===== src/hdl/rwct_pkg.sv =====
// Shared types and constants for the raycast wall column texturer.
package rwct_pkg;

    localparam int SCREEN_HEIGHT = 480;
    localparam int HALF_HEIGHT   = SCREEN_HEIGHT / 2;
    localparam int TEX_W_BITS    = 6;
    localparam int TEX_H_BITS    = 6;
    localparam int TEX_SEL_BITS  = 2;
    localparam int ADDR_W        = TEX_SEL_BITS + TEX_H_BITS + TEX_W_BITS;
    localparam int STORE_DEPTH   = 1 << ADDR_W;
    localparam int DIV_W         = 40;
    localparam int LH_W          = 25;
    localparam int CFG_IDX_W     = 1;

    localparam logic [DIV_W-1:0] LH_SAT   = DIV_W'(SCREEN_HEIGHT * 65536);
    localparam logic [DIV_W-1:0] STEP_NUM = DIV_W'((1 << TEX_H_BITS) * 65536);
    localparam logic [8:0]       HALF_H9  = 9'(HALF_HEIGHT);
    localparam logic [8:0]       LAST_ROW = 9'(SCREEN_HEIGHT - 1);

    localparam logic [1:0] MODE_WRITE = 2'd0;
    localparam logic [1:0] MODE_SETUP = 2'd1;
    localparam logic [1:0] MODE_PIXEL = 2'd2;

    localparam logic [CFG_IDX_W-1:0] CFG_ABOVE = 1'd0;
    localparam logic [CFG_IDX_W-1:0] CFG_BELOW = 1'd1;

    typedef enum logic [1:0] {
        K_WRITE,
        K_SETUP,
        K_PIXEL
    } kind_t;

    typedef enum logic [1:0] {
        SRC_ABOVE,
        SRC_TEXEL,
        SRC_BELOW
    } src_t;

    typedef enum logic [2:0] {
        ST_IDLE,
        ST_PIX,
        ST_DIST_WAIT,
        ST_LH_START,
        ST_LH_WAIT,
        ST_STEP_START,
        ST_STEP_WAIT,
        ST_POS
    } state_t;

    typedef struct packed {
        kind_t                   kind;
        logic [ADDR_W-1:0]       tex_addr;
        logic [23:0]             texel;
        logic [9:0]              column;
        logic [8:0]              row;
        logic                    num_neg;
        logic [22:0]             num_mag;
        logic                    dir_neg;
        logic                    dir_zero;
        logic [17:0]             dir_mag;
        logic [15:0]             opos_frac;
        logic signed [17:0]      odir;
        logic [TEX_SEL_BITS-1:0] tsel;
        logic                    mirror;
    } item_t;

endpackage


===== src/hdl/rwct_front.sv =====
// Front end: accepts beats, decodes the mode, picks side operands, queues items.
module rwct_front (
    input  logic                clk,
    input  logic                rst_n,
    input  logic                in_valid,
    output logic                in_ready,
    input  logic [1:0]          mode,
    input  logic [13:0]         tex_addr,
    input  logic [23:0]         texel,
    input  logic                side,
    input  logic [5:0]          cell_x,
    input  logic [5:0]          cell_y,
    input  logic [21:0]         pos_x,
    input  logic [21:0]         pos_y,
    input  logic signed [17:0]  dir_x,
    input  logic signed [17:0]  dir_y,
    input  logic [9:0]          column,
    input  logic [8:0]          row,
    output logic                deq_valid,
    input  logic                deq_ready,
    output rwct_pkg::item_t     deq_item
);

    rwct_pkg::item_t      q_reg [2];
    logic                 wr_ptr_reg, wr_ptr_next;
    logic                 rd_ptr_reg, rd_ptr_next;
    logic [1:0]           count_reg, count_next;
    rwct_pkg::item_t      item;
    logic                 keep;
    logic                 push, pop;
    logic signed [24:0]   num;
    logic signed [17:0]   dir;
    logic [5:0]           cell_sel;
    logic [21:0]          pos;

    always_comb
    begin
        item       = '0;
        keep       = 1'b1;
        cell_sel   = side ? cell_y : cell_x;
        pos        = side ? pos_y : pos_x;
        dir        = side ? dir_y : dir_x;
        num        = $signed({3'b0, cell_sel, 16'b0}) - $signed({3'b0, pos})
                     + (dir[17] ? 25'sd65536 : 25'sd0);
        item.tex_addr  = tex_addr;
        item.texel     = texel;
        item.column    = column;
        item.row       = row;
        item.num_neg   = num[24];
        item.num_mag   = 23'(num[24] ? -num : num);
        item.dir_neg   = dir[17];
        item.dir_mag   = dir[17] ? 18'(-dir) : 18'(dir);
        item.dir_zero  = dir == '0;
        item.opos_frac = side ? pos_x[15:0] : pos_y[15:0];
        item.odir      = side ? dir_x : dir_y;
        // N/S on horizontal faces, W/E on vertical ones
        item.tsel      = side ? {1'b0, dir_y[17]} : {1'b1, dir_x[17]};
        item.mirror    = side ? dir_y[17] : (!dir_x[17] && dir_x != '0);
        unique case (mode)
            rwct_pkg::MODE_WRITE: item.kind = rwct_pkg::K_WRITE;
            rwct_pkg::MODE_SETUP: item.kind = rwct_pkg::K_SETUP;
            rwct_pkg::MODE_PIXEL: item.kind = rwct_pkg::K_PIXEL;
            default:
            begin
                item.kind = rwct_pkg::K_WRITE;
                keep      = 1'b0;
            end
        endcase
    end

    assign in_ready  = count_reg != 2'd2;
    assign deq_valid = count_reg != 2'd0;
    assign deq_item  = q_reg[rd_ptr_reg];
    assign push      = in_valid && in_ready && keep;
    assign pop       = deq_valid && deq_ready;

    always_comb
    begin
        wr_ptr_next = wr_ptr_reg ^ push;
        rd_ptr_next = rd_ptr_reg ^ pop;
        count_next  = count_reg + {1'b0, push} - {1'b0, pop};
    end

    always_ff @(posedge clk or negedge rst_n)
    begin
        if (!rst_n)
        begin
            wr_ptr_reg <= 1'b0;
            rd_ptr_reg <= 1'b0;
            count_reg  <= '0;
        end
        else
        begin
            wr_ptr_reg <= wr_ptr_next;
            rd_ptr_reg <= rd_ptr_next;
            count_reg  <= count_next;
        end
    end

    always_ff @(posedge clk)
    begin
        if (push)
            q_reg[wr_ptr_reg] <= item;
    end

endmodule


===== config.mk =====
export PLATFORM = sky130hd
export DESIGN_NAME = rwct_front
export DESIGN_NICKNAME = d
export VERILOG_FILES = /design/src/hdl/rwct_pkg.sv /design/src/hdl/rwct_front.sv
export SDC_FILE = /design/constraint.sdc
export NUM_CORES = 1
export LEC_CHECK = 0
export ABC_CLOCK_PERIOD_IN_PS = 5100
export BUFFER_PORTS_ARGS = -buffer_cell sky130_fd_sc_hd__buf_2
export CAP_MARGIN = 20
export CORE_MARGIN = 5
export CORE_UTILIZATION = 50
export DETAILED_ROUTE_END_ITERATION = 8
export PLACE_DENSITY_LB_ADDON = 0.12
export RECOVER_POWER = 50
export SYNTH_ARGS = -nofsm -noshare
export SYNTH_HDL_FRONTEND = slang
export SYNTH_SLANG_ARGS = --single-unit

===== constraint.sdc =====
create_clock -name clk -period 5.1 [get_ports clk]
set_input_delay 1.02 -clock clk [delete_from_list [all_inputs] [get_ports clk]]
set_output_delay 1.02 -clock clk [all_outputs]
set_load 0.01 [all_outputs]

**Word level (Yosys, flattened, before mapping)**

Memory sizes are Yosys's and may differ from the RTL's.
Index checks and enable logic that the tools add are counted.
W data, S select, Z words.

- Reduce and logical (&&, ||, !) cells: 10
- Add/sub/neg operators: 6
- Mux-type cells: 14
- Equal/unequal tests: 3
- Bitwise logic cells: 2

Operator list:

| kind | count |
|---|---|
| $mux W18 | 3 |
| $add A23 B18 Y24 | 1 |
| $mux W23 | 1 |
| $neg A23 Y23 | 1 |
| $sub A22 B22 Y23 | 1 |
| $mux W22 | 1 |
| $logic_not A18 Y1 | 1 |
| $neg A18 Y18 | 1 |
| $reduce_bool A18 Y1 | 1 |
| $mux W17 | 1 |
| $mux W16 | 1 |
| $mux W6 | 1 |
| $logic_and A1 B1 Y1 | 4 |
| $mux W1 | 4 |
| $pmux W2 S2 | 1 |
| $reduce_or A3 Y1 | 1 |
| $add A2 B1 Y2 | 1 |
| $eq A2 B1 Y1 const B | 1 |
| $eq A2 B2 Y1 const B | 1 |
| $logic_not A2 Y1 | 1 |
| $mux W2 | 1 |
| $ne A2 B2 Y1 const B | 1 |
| $reduce_bool A2 Y1 | 1 |
| $sub A2 B1 Y2 | 1 |
| other kinds (2) | 3 |

- Memories: 1
- Register bits after elaboration: 4
- Word-level logic and storage cells: 39
- Bits in writable memories: 280
- Bits of input ports: 156

Memories:

| name | words | bits a word | read ports | clocked after memory_dff | write ports | line | RTL |
|---|---|---|---|---|---|---|---|
| q_reg | 2 | 140 | 1 | 0 | 1 | rwct_front.sv:24 | `rwct_pkg::item_t q_reg [2];` |

**Longest topological paths before layout**

Gate-level depths: netlist (run 1).

- Depth in word-level cells: 6
- Gate-level depth with buffers: 23
- Gate-level depth less buffers: 16

**Least setup slack after synthesis (run 1)**

OpenSTA, ideal clock, no wires.

- Path type: input-to-reg
- From: input port side
- To: memory q_reg[0][63] in the netlist's numbering (data pin)
- Library setup time: 0.266 ns
- Data arrival time: 5.320 ns
- Buffers on the path: 7
- Setup slack: -0.486 ns
- Data required time: 4.834 ns
- Stages: 23
- Path through: buf_6 buf_2 buf_2 buf_2 buf_2 buf_2 buf_2 mux2i_1 ha_1 o211ai_2 nand2b_1 nor3_1 xor2_1 ha_1 nand2b_1 mux2i_2 and2_4 nand3_4 o21ai_4 inv_4 o21ai_1 a41oi_2 xor2_1

RTL lines:

| what | line | RTL |
|---|---|---|
| from (decl) | rwct_front.sv:10 | `input logic side,` |
| to (decl) | rwct_front.sv:24 |  |

==> results of run 1 <==
area by class of cell:
type | count | area share
tap | 335 | 0.0259
clock buffer | 32 | 0.0456
timing repair buffer | 312 | 0.0994
clock inverter | 21 | 0.0143
inverter | 15 | 0.00364
sequential | 282 | 0.523
multi-input combinational | 528 | 0.288
cells by family (layout without fill, tap and decap cells):
kind of cell | count (synthesis) | after routing | share of synthesized area
XOR/XNOR | 66 | 66 | 0.0449
AND/OR/NAND/NOR | 146 | 146 | 0.0640
buffers and inverters | 48 | 380 | 0.0157
multiplexers | 212 | 212 | 0.178
flip-flops | 282 | 282 | 0.635
AO/OA/AOI/OAI | 89 | 89 | 0.0483
adder cells (fa/ha/maj) | 15 | 15 | 0.0141
how the worst min path moves through the flow:
| stage | start | endpoint |
|---|---|---|
| 2_1_floorplan | count_reg[1] | count_reg[1] |
| 3_3_place_gp | count_reg[1] | count_reg[1] |
| 3_5_place_dp | count_reg[1] | count_reg[1] |
| 4_1_cts | rst_n | count_reg[1] |
| 5_1_grt | rst_n | count_reg[0] |
| 6_report | rst_n | count_reg[0] |
worst register-to-register path: stages (launching register included):
cell and delay (ns):
dfrtp_1 0.37, nand2b_1 0.14, nand3_1 0.11, inv_1 0.10, ha_1 1.77, buf_4 0.68
stage by stage:
step           worst slack [ns]  utilization  instances  power (mW)  cell area (µm²)
3_5_place_dp              0.340        0.584       1472        5.78            15300
3_3_place_gp              0.420        0.584       1472        5.75            15300
2_1_floorplan           0.00320            -        858        4.88            13300
6_report                  0.881        0.619       1525        7.79            16200
5_1_grt                   0.670        0.619       1525        8.19            16200
4_1_cts                   0.899        0.621       1525        7.92            16200
Yosys cell counts (4+ instances only):
cell / n
o21ai_0: 24
xor2_1: 22
nand3_1: 9
o32ai_1: 6
a21oi_1: 20
nor2_1: 31
inv_1: 13
o21ai_1: 4
nor3_1: 17
buf_1: 9
buf_2: 6
and3_1: 7
mux2i_2: 4
nor4_1: 8
edfxtp_1: 278
mux2_2: 181
nor2b_1: 5
nand2_1: 28
xnor2_1: 43
nand2b_1: 15
o21a_1: 4
mux2i_1: 27
dfrtp_1: 4
clkbuf_1: 15
ha_1: 15
per-layer routing:
layer,vias to the layer above,part of all wire,track usage
met4,2,0.010,0.0289
met3,28,0.059,0.0354
met2,274,0.49,0.322
li1,3932,-,-
met5,-,0.00023,0
met1,4073,0.44,0.271
power groups by stage:
stage	Combinational [mW]	Sequential [mW]	Clock, mW
3_3_place_gp	2.50	3.26	0
3_5_place_dp	2.50	3.28	0
6_report	2.44	3.23	2.11
5_1_grt	2.64	3.28	2.28
4_1_cts	2.52	3.23	2.17
2_1_floorplan	1.61	3.27	0
==> metrics.md, run 1 <==
| Metric | Value |
|---|---|
| Status | `finished, violations left` |
| Failing checks | `capacitance limit, slew limit` |
| Starting density of the core | `0.509` |
| Post-synthesis register bit count | `282` |
| PD cells | `482 nW/µm²` |
| CTS Buf Count | `29` |
| Routed len/inst | `19.6 µm` |
| Port bufs | `297` |
| Maximum vdd drop | `0.279 mV` |
| Leak Pwr | `5.98 nW` |
| Synth Instances | `858` |
| Commonest cells after routing, fill and taps aside | `278 x edfxtp_1, 267 x buf_2, 162 x mux2_2` |
| Nature of the critical path endpoint | `register` |
| Slew margin rel. | `-0.587` |
| Internal power | `5.45 mW` |
| Share of cells above drive strength 1 | `0.437` |
| Slowest stage delay, CP | `0.38 ns` |
| Crit path to | `q_reg[1][63]` |
| Register-to-register setup slack | `1.56 ns` |
| Diodes inserted | `0` |
| Mapped Nets | `1029` |
| Vias in the first global route | `8425` |
| Register area share after synthesis | `0.635` |
| Vias per inst | `5.45` |
| Worst slew pin tran | `2.38 ns` |
| Setup crit start kind | `input pin` |
| Placer congestion estimate | `0.819` |
| Post-synth ARST share | `0.0142` |
| Netlist cell types | `71` |
| Worst path depth | `17` |
| DIE AREA | `30000 µm²` |
| Mean Syn Cell Area | `15.5 µm²` |
| Starting DRT DRC Count | `698` |
| CTS hold repair buffers | `0` |
| Crit-path max FO | `19` |
| Post-synth EDFFs | `278` |
| First-pass DRT Iterations | `5` |
| RR Endpoint | `q_reg[0][101]` |
| Synth warn | `0` |
| Clock network power share | `0.271` |
| Area of the multi-input gates | `4660 µm²` |
| # Max-Cap Violations | `2` |
| Root Driver | `clkbuf_16` |
| Number of setup buffers added after CTS | `0` |
| Placeable Area | `26100 µm²` |
| Switch Pwr | `2.34 mW` |
| Switching Share | `0.300` |
| Crit-path cells | `buf_4 -> mux2i_1 -> ha_2 -> o211ai_4 -> nand2b_4 -> nor3_1 -> xor2_1 -> ha_1 -> nand2b_1 -> mux2i_2 -> and2_4 -> nand3_4 -> o21ai_4 -> inv_4 -> o21ai_1 -> a41oi_2 -> xor2_1` |
| Setup violations, final | `0` |
| Crit path top cell by count | `xor2_1` |
| Reg2Reg Launch Point | `count_reg[0]` |
| Synth Flop Type | `edfxtp_1` |
| Die Ht | `173 µm` |
| First-pass GRT wire length | `46900 µm` |
| Tmin final | `4.22 ns` |
| Largest net degree at the start of global routing | `78` |
| Clock buffer depth | `3` |
| Top post-synthesis cells by area | `edfxtp_1 63%, mux2_2 15%, xnor2_1 2.8%, mux2i_1 2.0%, xor2_1 1.4%` |
| Worst path arrival time | `4.50 ns` |
| Hold Path Class | `input pin to asynchronous set/reset pin` |
| Count of clock tree sinks | `282` |
| Most common cell after layout, fill and taps aside | `edfxtp_1` |
| Register area | `8450 µm²` |
| Final layout net count | `1339` |
| Post-Syn Area | `13300 µm²` |
| Peak Freq | `0.237 GHz` |
| Unrepaired setup endpoints after global routing | `false` |
| Fin Hold WS | `0.308 ns` |
| CP Buf/Inv Count | `2` |
| Crit path launch | `side` |
| Detailed-route DRC error count | `0` |
| IO Pins | `298` |
| Period utilization | `0.827` |
| Setup_tns | `0 ns` |
| Routed Antenna Nets | `0` |
| Filler instances | `2068` |
| Sequential Power Share | `0.415` |
| Area share of the largest cell type after synthesis | `0.628` |
| Critical path's slowest cell | `mux2i_1` |
| CP Class | `input pin to register` |
| Layout area overhead | `21.6%` |
| Die X-Extent | `173 µm` |
| CP required | `5.38 ns` |
| Area leader, netlist | `edfxtp_1` |
| Initial antenna violation count | `1` |
| Setup Skew | `0.00798 ns` |
| CP delay by family, top | `simple AND/OR/NAND/NOR gates` |
| Detail Placement HPWL | `21300 µm` |
| CTS tree | `built` |
| Post-cts sizing count | `0` |
| Total congestion overflow | `0` |
| Final Hold Viols | `0` |
| Skew-Pair Late Insertion Delay | `0.54 ns` |
| CTS HTree Levels | `1` |
| Reg2reg path depth | `5` |
| Site Rows | `59` |
| Via Count | `8309` |
| Worst-path clk slew | `0.06 ns` |
| Comb power frac | `0.314` |
| Gr usage total | `0.192` |
| Number of flip-flops in the largest register | `278` |
| Pins Over Slew Limit | `94` |
| Drt total wl | `30000 µm` |
No activity file was read; power rests on OpenSTA's default activity.
==> inputs of run 2 (changes only) <==
Settings changed: ABC_CLOCK_PERIOD_IN_PS 5100 to 4300.
Clock period 5.1 ns to 4.3 ns, I/O delays scaled along.
==> metrics.md, run 2 (synthesis results as in run 1) <==
| Metric | Value |
|---|---|
| Critical path's slowest cell | `dfrtp_1 (was mux2i_1)` |
| Commonest cells after routing, fill and taps aside | `278 x edfxtp_1, 270 x buf_2, 166 x mux2_2 (was 278 x edfxtp_1, 267 x buf_2, 162 x mux2_2)` |
| CTS HTree Levels | `1 (unchanged)` |
| CP required | `3.44 ns (was 5.38 ns)` |
| Site Rows | `59 (unchanged)` |
| Initial antenna violation count | `0 (was 1)` |
| Placed cell area | `15400 µm² (was 15300 µm²)` |
| Final WS setup | `0.448 ns (was 0.881 ns)` |
| Detail Placement HPWL | `20600 µm (was 21300 µm)` |
| Starting DRT DRC Count | `610 (was 698)` |
| Starting density of the core | `0.509 (unchanged)` |
| Most common cell after layout, fill and taps aside | `edfxtp_1 (unchanged)` |
| Number of flip-flops in the largest register | `278 (unchanged)` |
| CP Buf/Inv Count | `2 (unchanged)` |
| Post-route cell area | `16300 µm² (was 16200 µm²)` |
| Total congestion overflow | `0 (unchanged)` |
| Worst path depth | `3 (was 17)` |
| Detailed-route DRC error count | `0 (unchanged)` |
| Reg2reg path depth | `5 (unchanged)` |
| Layout area overhead | `22.3% (was 21.6%)` |
| Gr usage total | `0.189 (was 0.192)` |
| First-pass GRT wire length | `46500 µm (was 46900 µm)` |
| Worst path arrival time | `2.99 ns (was 4.50 ns)` |
| CTS Buf Count | `30 (was 29)` |
| Die Ht | `173 µm (unchanged)` |
| Final Hold Viols | `0 (unchanged)` |
| Setup violations, final | `0 (unchanged)` |
| Slowest stage delay, CP | `1.39 ns (was 0.38 ns)` |
| Vias per inst | `5.42 (was 5.45)` |
| Unrepaired setup endpoints after global routing | `false (unchanged)` |
| Final core occ | `0.622 (was 0.619)` |
| Crit-path max FO | `34 (was 19)` |
| Clock network power share | `0.266 (was 0.271)` |
| Tmin final | `3.85 ns` |
| First-pass DRT Iterations | `5 (unchanged)` |
| Comb power frac | `0.313 (was 0.314)` |
| Via Count | `8323 (was 8309)` |
| Number of setup buffers added after CTS | `0 (unchanged)` |
| # Max-Cap Violations | `3 (was 2)` |
| DIE AREA | `30000 µm² (unchanged)` |
| Failing checks | `capacitance limit, slew limit (unchanged)` |
| Final layout net count | `1350 (was 1339)` |
| Crit-path cells | `buf_4 -> mux2_2 -> buf_2 (was buf_4 -> mux2i_1 -> ha_2 -> o211ai_4 -> nand2b_4 -> nor3_1 -> xor2_1 -> ha_1 -> nand2b_1 -> mux2i_2 -> and2_4 -> nand3_4 -> o21ai_4 -> inv_4 -> o21ai_1 -> a41oi_2 -> xor2_1)` |
| Sequential Power Share | `0.420 (was 0.415)` |
| Period utilization | `0.896` |
| Clock buffer depth | `3 (unchanged)` |
| Slew margin rel. | `-0.379 (was -0.587)` |
| Drt total wl | `29200 µm (was 30000 µm)` |
| Root Driver | `clkbuf_16 (unchanged)` |
| Leak Pwr | `6.04 nW (was 5.98 nW)` |
| Hold Path Class | `input pin to asynchronous set/reset pin (unchanged)` |
| Die X-Extent | `173 µm (unchanged)` |
| Switching Share | `0.301 (was 0.300)` |
| CTS tree | `built (unchanged)` |
| Setup crit start kind | `register (was input pin)` |
| Nature of the critical path endpoint | `output port (was register)` |
| Maximum vdd drop | `0.399 mV (was 0.279 mV)` |
| Share of cells above drive strength 1 | `0.462 (was 0.437)` |
| Routed Antenna Nets | `0 (unchanged)` |
| Setup Skew | `0.00593 ns (was 0.00798 ns)` |
| Skew-Pair Late Insertion Delay | `0.53 ns (was 0.54 ns)` |
| CP delay by family, top | `flip-flops (was simple AND/OR/NAND/NOR gates)` |
| Pre-CTS WS | `0.130 ns (was 0.340 ns)` |
| Internal power | `6.43 mW (was 5.45 mW)` |
| CP Class | `register to output port (was input pin to register)` |
| Status | `finished, violations left (unchanged)` |
| Vias in the first global route | `8703 (was 8425)` |
| Switch Pwr | `2.77 mW (was 2.34 mW)` |
| IO Pins | `298 (unchanged)` |
| Worst slew pin tran | `2.07 ns (was 2.38 ns)` |
| Peak Freq | `0.260 GHz` |
| Placer congestion estimate | `0.810 (was 0.819)` |
| Post-cts sizing count | `0 (unchanged)` |
| Largest net degree at the start of global routing | `77 (was 78)` |
| CTS hold repair buffers | `0 (unchanged)` |
| Fin Hold WS | `0.147 ns (was 0.308 ns)` |
| PD cells | `566 nW/µm² (was 482 nW/µm²)` |
| Routed len/inst | `19.0 µm (was 19.6 µm)` |
| Count of clock tree sinks | `282 (unchanged)` |
| Worst-path clk slew | `0.06 ns (about the same)` |
| Diodes inserted | `0 (unchanged)` |
| Placeable Area | `26100 µm² (unchanged)` |
| Port bufs | `297 (unchanged)` |
| Pins Over Slew Limit | `188 (was 94)` |
-- run 2: cell count changes in the layout (fill, tap and decap cells not counted), sizes merged --
cell      delta
buf          +8
bufinv       -2
clkbuf       +3
clkinv       +5
clkinvlp     -3
inv          +1
-- run 2: area by class of cell --
class / count / area, µm²
clock buffer: 33 / 783
tap: 335 / 419
clock inverter: 22 / 171
fill: 2067 / 9870
sequential: 282 / 8450
multi-input combinational: 528 / 4740
timing repair buffer: 322 / 1650
inverter: 15 / 58.8
-- run 2: stage by stage --
step	cells	TNS, ns	power (mW)
floorplan	858	-161.58	5.81
global placement	1482	0	6.84
detailed placement	1482	0	6.88
CTS	1537	0	9.36
global route	1537	0	9.69
finish	1537	0	9.20
-- run 2: worst paths after layout --
path	start	endpoint	slack (ns)
max	rd_ptr_reg	deq_item[7]	0.45
min	rst_n	count_reg[0]	0.15
max reg2reg	count_reg[1]	q_reg[0][52]	1.45
min reg2reg	count_reg[1]	count_reg[1]	0.50
max in group asynchronous	rst_n	rd_ptr_reg	3.96
min in group clk	count_reg[1]	count_reg[1]	0.50
-- run 2: routing by layer --
metal	up-vias	part of all wire	wire (µm)	GRT usage
li1	3953	-	-	-
met1	4067	0.42	12100	0.245
met2	274	0.50	14700	0.334
met3	29	0.071	2080	0.0410
met4	0	0.010	301	0.0326
met5	-	0	0	0
-- run 2: power by group through the flow --
stage                     registers (mW)  logic (mW)  clock network [mW]
after detailed placement            3.92        2.96                   0
after global placement              3.89        2.95                   0
final                               3.87        2.88                2.45
after CTS                           3.86        2.97                2.52
after global routing                3.91        3.11                2.66
after floorplan                     3.88        1.93                   0
==> inputs of run 3 (changes only) <==
Settings changed: CTS_BUF_LIST set to sky130_fd_sc_hd__clkbuf_2.
==> metrics.md, run 3 (synthesis results as in run 1) <==
| Metric | Value |
|---|---|
| Slew margin rel. | `-0.358 (was -0.379)` |
| Port bufs | `297 (unchanged)` |
| Die Ht | `173 µm (unchanged)` |
| Starting density of the core | `0.509 (unchanged)` |
| Clock buffer depth | `3 (unchanged)` |
| Drt total wl | `29500 µm (was 29200 µm)` |
| IO Pins | `298 (unchanged)` |
| Tmin final | `3.67 ns (was 3.85 ns)` |
| Crit-path max FO | `15 (was 34)` |
| Failing checks | `capacitance limit, slew limit (unchanged)` |
| Nature of the critical path endpoint | `register (was output port)` |
| CP required | `4.94 ns (was 3.44 ns)` |
| Number of setup buffers added after CTS | `0 (unchanged)` |
| Peak Freq | `0.272 GHz (was 0.260 GHz)` |
| Status | `finished, violations left (unchanged)` |
| Layout area overhead | `20.1% (was 22.3%)` |
| Worst slew pin tran | `2.04 ns (was 2.07 ns)` |
| Crit-path cells | `buf_4 -> clkbuf_1 -> clkbuf_1 -> o311ai_0 -> o211a_1 -> nor3_1 -> nand3_1 -> nand3b_1 -> nand2b_1 -> o21ai_1 -> mux2i_1 (was buf_4 -> mux2_2 -> buf_2)` |
| Routed len/inst | `18.4 µm (was 19.0 µm)` |
| Most common cell after layout, fill and taps aside | `edfxtp_1 (unchanged)` |
| Vias in the first global route | `9092 (was 8703)` |
| Via Count | `8537 (was 8323)` |
| Worst path arrival time | `4.31 ns (was 2.99 ns)` |
| Root Driver | `clkbuf_2 (was clkbuf_16)` |
| Reg2Reg Launch Point | `count_reg[1] (unchanged)` |
| Final Hold Viols | `0 (unchanged)` |
| Total congestion overflow | `0 (unchanged)` |
| Site Rows | `59 (unchanged)` |
| First-pass GRT wire length | `47100 µm (was 46500 µm)` |
| Crit path launch | `side (was rd_ptr_reg)` |
| Count of clock tree sinks | `282 (unchanged)` |
| Setup violations, final | `0 (unchanged)` |
| PD cells | `533 nW/µm² (was 566 nW/µm²)` |
| Starting DRT DRC Count | `543 (was 610)` |
| Final layout net count | `1396 (was 1350)` |
| CTS Buf Count | `75 (was 30)` |
| Clock network power share | `0.209 (was 0.266)` |
| Switching Share | `0.324 (was 0.301)` |
| Crit path top cell by count | `clkbuf_1` |
| Setup_tns | `0 ns (unchanged)` |
| Critical path's slowest cell | `clkbuf_1 (was dfrtp_1)` |
| Skew-Pair Late Insertion Delay | `0.83 ns (was 0.53 ns)` |
| Worst-path clk slew | `0.09 ns (was 0.06 ns)` |
| Filler-free cell count of the finished design | `1606 (was 1537)` |
| Setup crit start kind | `input pin (was register)` |
| Placed cell count | `1482 (unchanged)` |
| Final WS setup | `0.629 ns (was 0.448 ns)` |
| Initial antenna violation count | `1 (was 0)` |
| Post-cts sizing count | `0 (unchanged)` |
| Setup Skew | `0.0647 ns (was 0.00593 ns)` |
| Placer congestion estimate | `0.810 (unchanged)` |
| Sequential Power Share | `0.454 (was 0.420)` |
| # Max-Cap Violations | `2 (was 3)` |
| Vias per inst | `5.32 (was 5.42)` |
| Internal power | `5.76 mW (was 6.43 mW)` |
| Post-route cell area | `16000 µm² (was 16300 µm²)` |
| Routed Antenna Nets | `0 (unchanged)` |
| Gr usage total | `0.194 (was 0.189)` |
| Hold Path Class | `input pin to register (was input pin to asynchronous set/reset pin)` |
| Unrepaired setup endpoints after global routing | `false (unchanged)` |
| Number of flip-flops in the largest register | `278 (unchanged)` |
| Hold Startpoint | `column[5]` |
| Placed cell area | `15400 µm² (unchanged)` |
| Largest net degree at the start of global routing | `77 (unchanged)` |
| Period utilization | `0.854 (was 0.896)` |
| Placeable Area | `26100 µm² (unchanged)` |
| Slowest stage delay, CP | `0.71 ns (was 1.39 ns)` |
| Switch Pwr | `2.76 mW (was 2.77 mW)` |
| Pre-CTS WS | `0.130 ns (unchanged)` |
| First-pass DRT Iterations | `5 (unchanged)` |
| Detail Placement HPWL | `20600 µm (unchanged)` |
| Maximum vdd drop | `0.411 mV (was 0.399 mV)` |
| CP Class | `input pin to register (was register to output port)` |
| Filler instances | `2147 (was 2067)` |
| DIE AREA | `30000 µm² (unchanged)` |
| Detailed-route DRC error count | `0 (unchanged)` |
| CTS tree | `built (unchanged)` |
| Share of cells above drive strength 1 | `0.489 (was 0.462)` |
| CTS HTree Levels | `3 (was 1)` |
| Comb power frac | `0.337 (was 0.313)` |
| Die X-Extent | `173 µm (unchanged)` |
| Commonest cells after routing, fill and taps aside | `278 x edfxtp_1, 270 x buf_2, 165 x mux2_2 (was 278 x edfxtp_1, 270 x buf_2, 166 x mux2_2)` |
| Pins Over Slew Limit | `154 (was 188)` |
| Leak Pwr | `6.05 nW (was 6.04 nW)` |
run 3: layout make-up:
type                            count  area, µm²  share of cell area
Clock inverter                     14        120             0.00752
Timing Repair Buffer              323       1650               0.103
Sequential cell                   282       8450               0.529
Multi-Input combinational cell    528       4740               0.297
Inverter                           15       58.8             0.00368
Tap cell                          335        419              0.0262
Antenna cell                        4       10.0            0.000627
Clock buffer                      105        526              0.0329
run 3: path summary, 6_finish.rpt:
| check | end | slack (ns) | depth (start not counted) |
|---|---|---|---|
| max | q_reg[0][78] | 0.63 | 11 |
| min | q_reg[0][95] | 0.22 | 1 |
| max reg2reg | q_reg[0][101] | 1.49 | 5 |
| min reg2reg | count_reg[1] | 0.51 | 1 |
| max in group asynchronous | rd_ptr_reg | 3.65 | 2 |
| min in group asynchronous | rd_ptr_reg | 0.43 | 2 |
run 3: what timing repair did:
item	4_1_cts	5_1_grt
hold endpoints to repair	4	0
hold buffers	1	0
setup endpoints to repair	0	0
run 3: stage by stage:
step | utilization | hold WS, ns | power, mW
final | 0.611 | 0.216 | 8.52
after global placement | 0.590 | 0.481 | 6.84
after CTS | 0.615 | 0.110 | 8.70
after floorplan | - | 0.460 | 5.81
after global routing | 0.611 | 0.119 | 9.04
after detailed placement | 0.590 | 0.498 | 6.88
run 3: metal layers:
metal,part of all wire,global-route usage,vias to the layer above
met5,0,0,-
met4,0.021,0.0652,0
met2,0.50,0.336,312
met3,0.069,0.0478,54
met1,0.41,0.239,4094
li1,-,-,4077
run 3: power groups by stage:
stage	logic (mW)	registers, mW	clock network, mW
4_1_cts	2.98	3.85	1.87
5_1_grt	3.11	3.91	2.02
3_3_place_gp	2.95	3.89	0
2_1_floorplan	1.93	3.88	0
6_report	2.87	3.87	1.78
3_5_place_dp	2.96	3.92	0
run 3: critical path: cells and delay by family:
| family | cells | cell delay, ns |
|---|---|---|
| AND/OR/NAND/NOR | 4 | 1.19 |
| buffers and inverters | 3 | 1.27 |
| multiplexers | 1 | 0.25 |
| AO/OA/AOI/OAI | 3 | 0.73 |
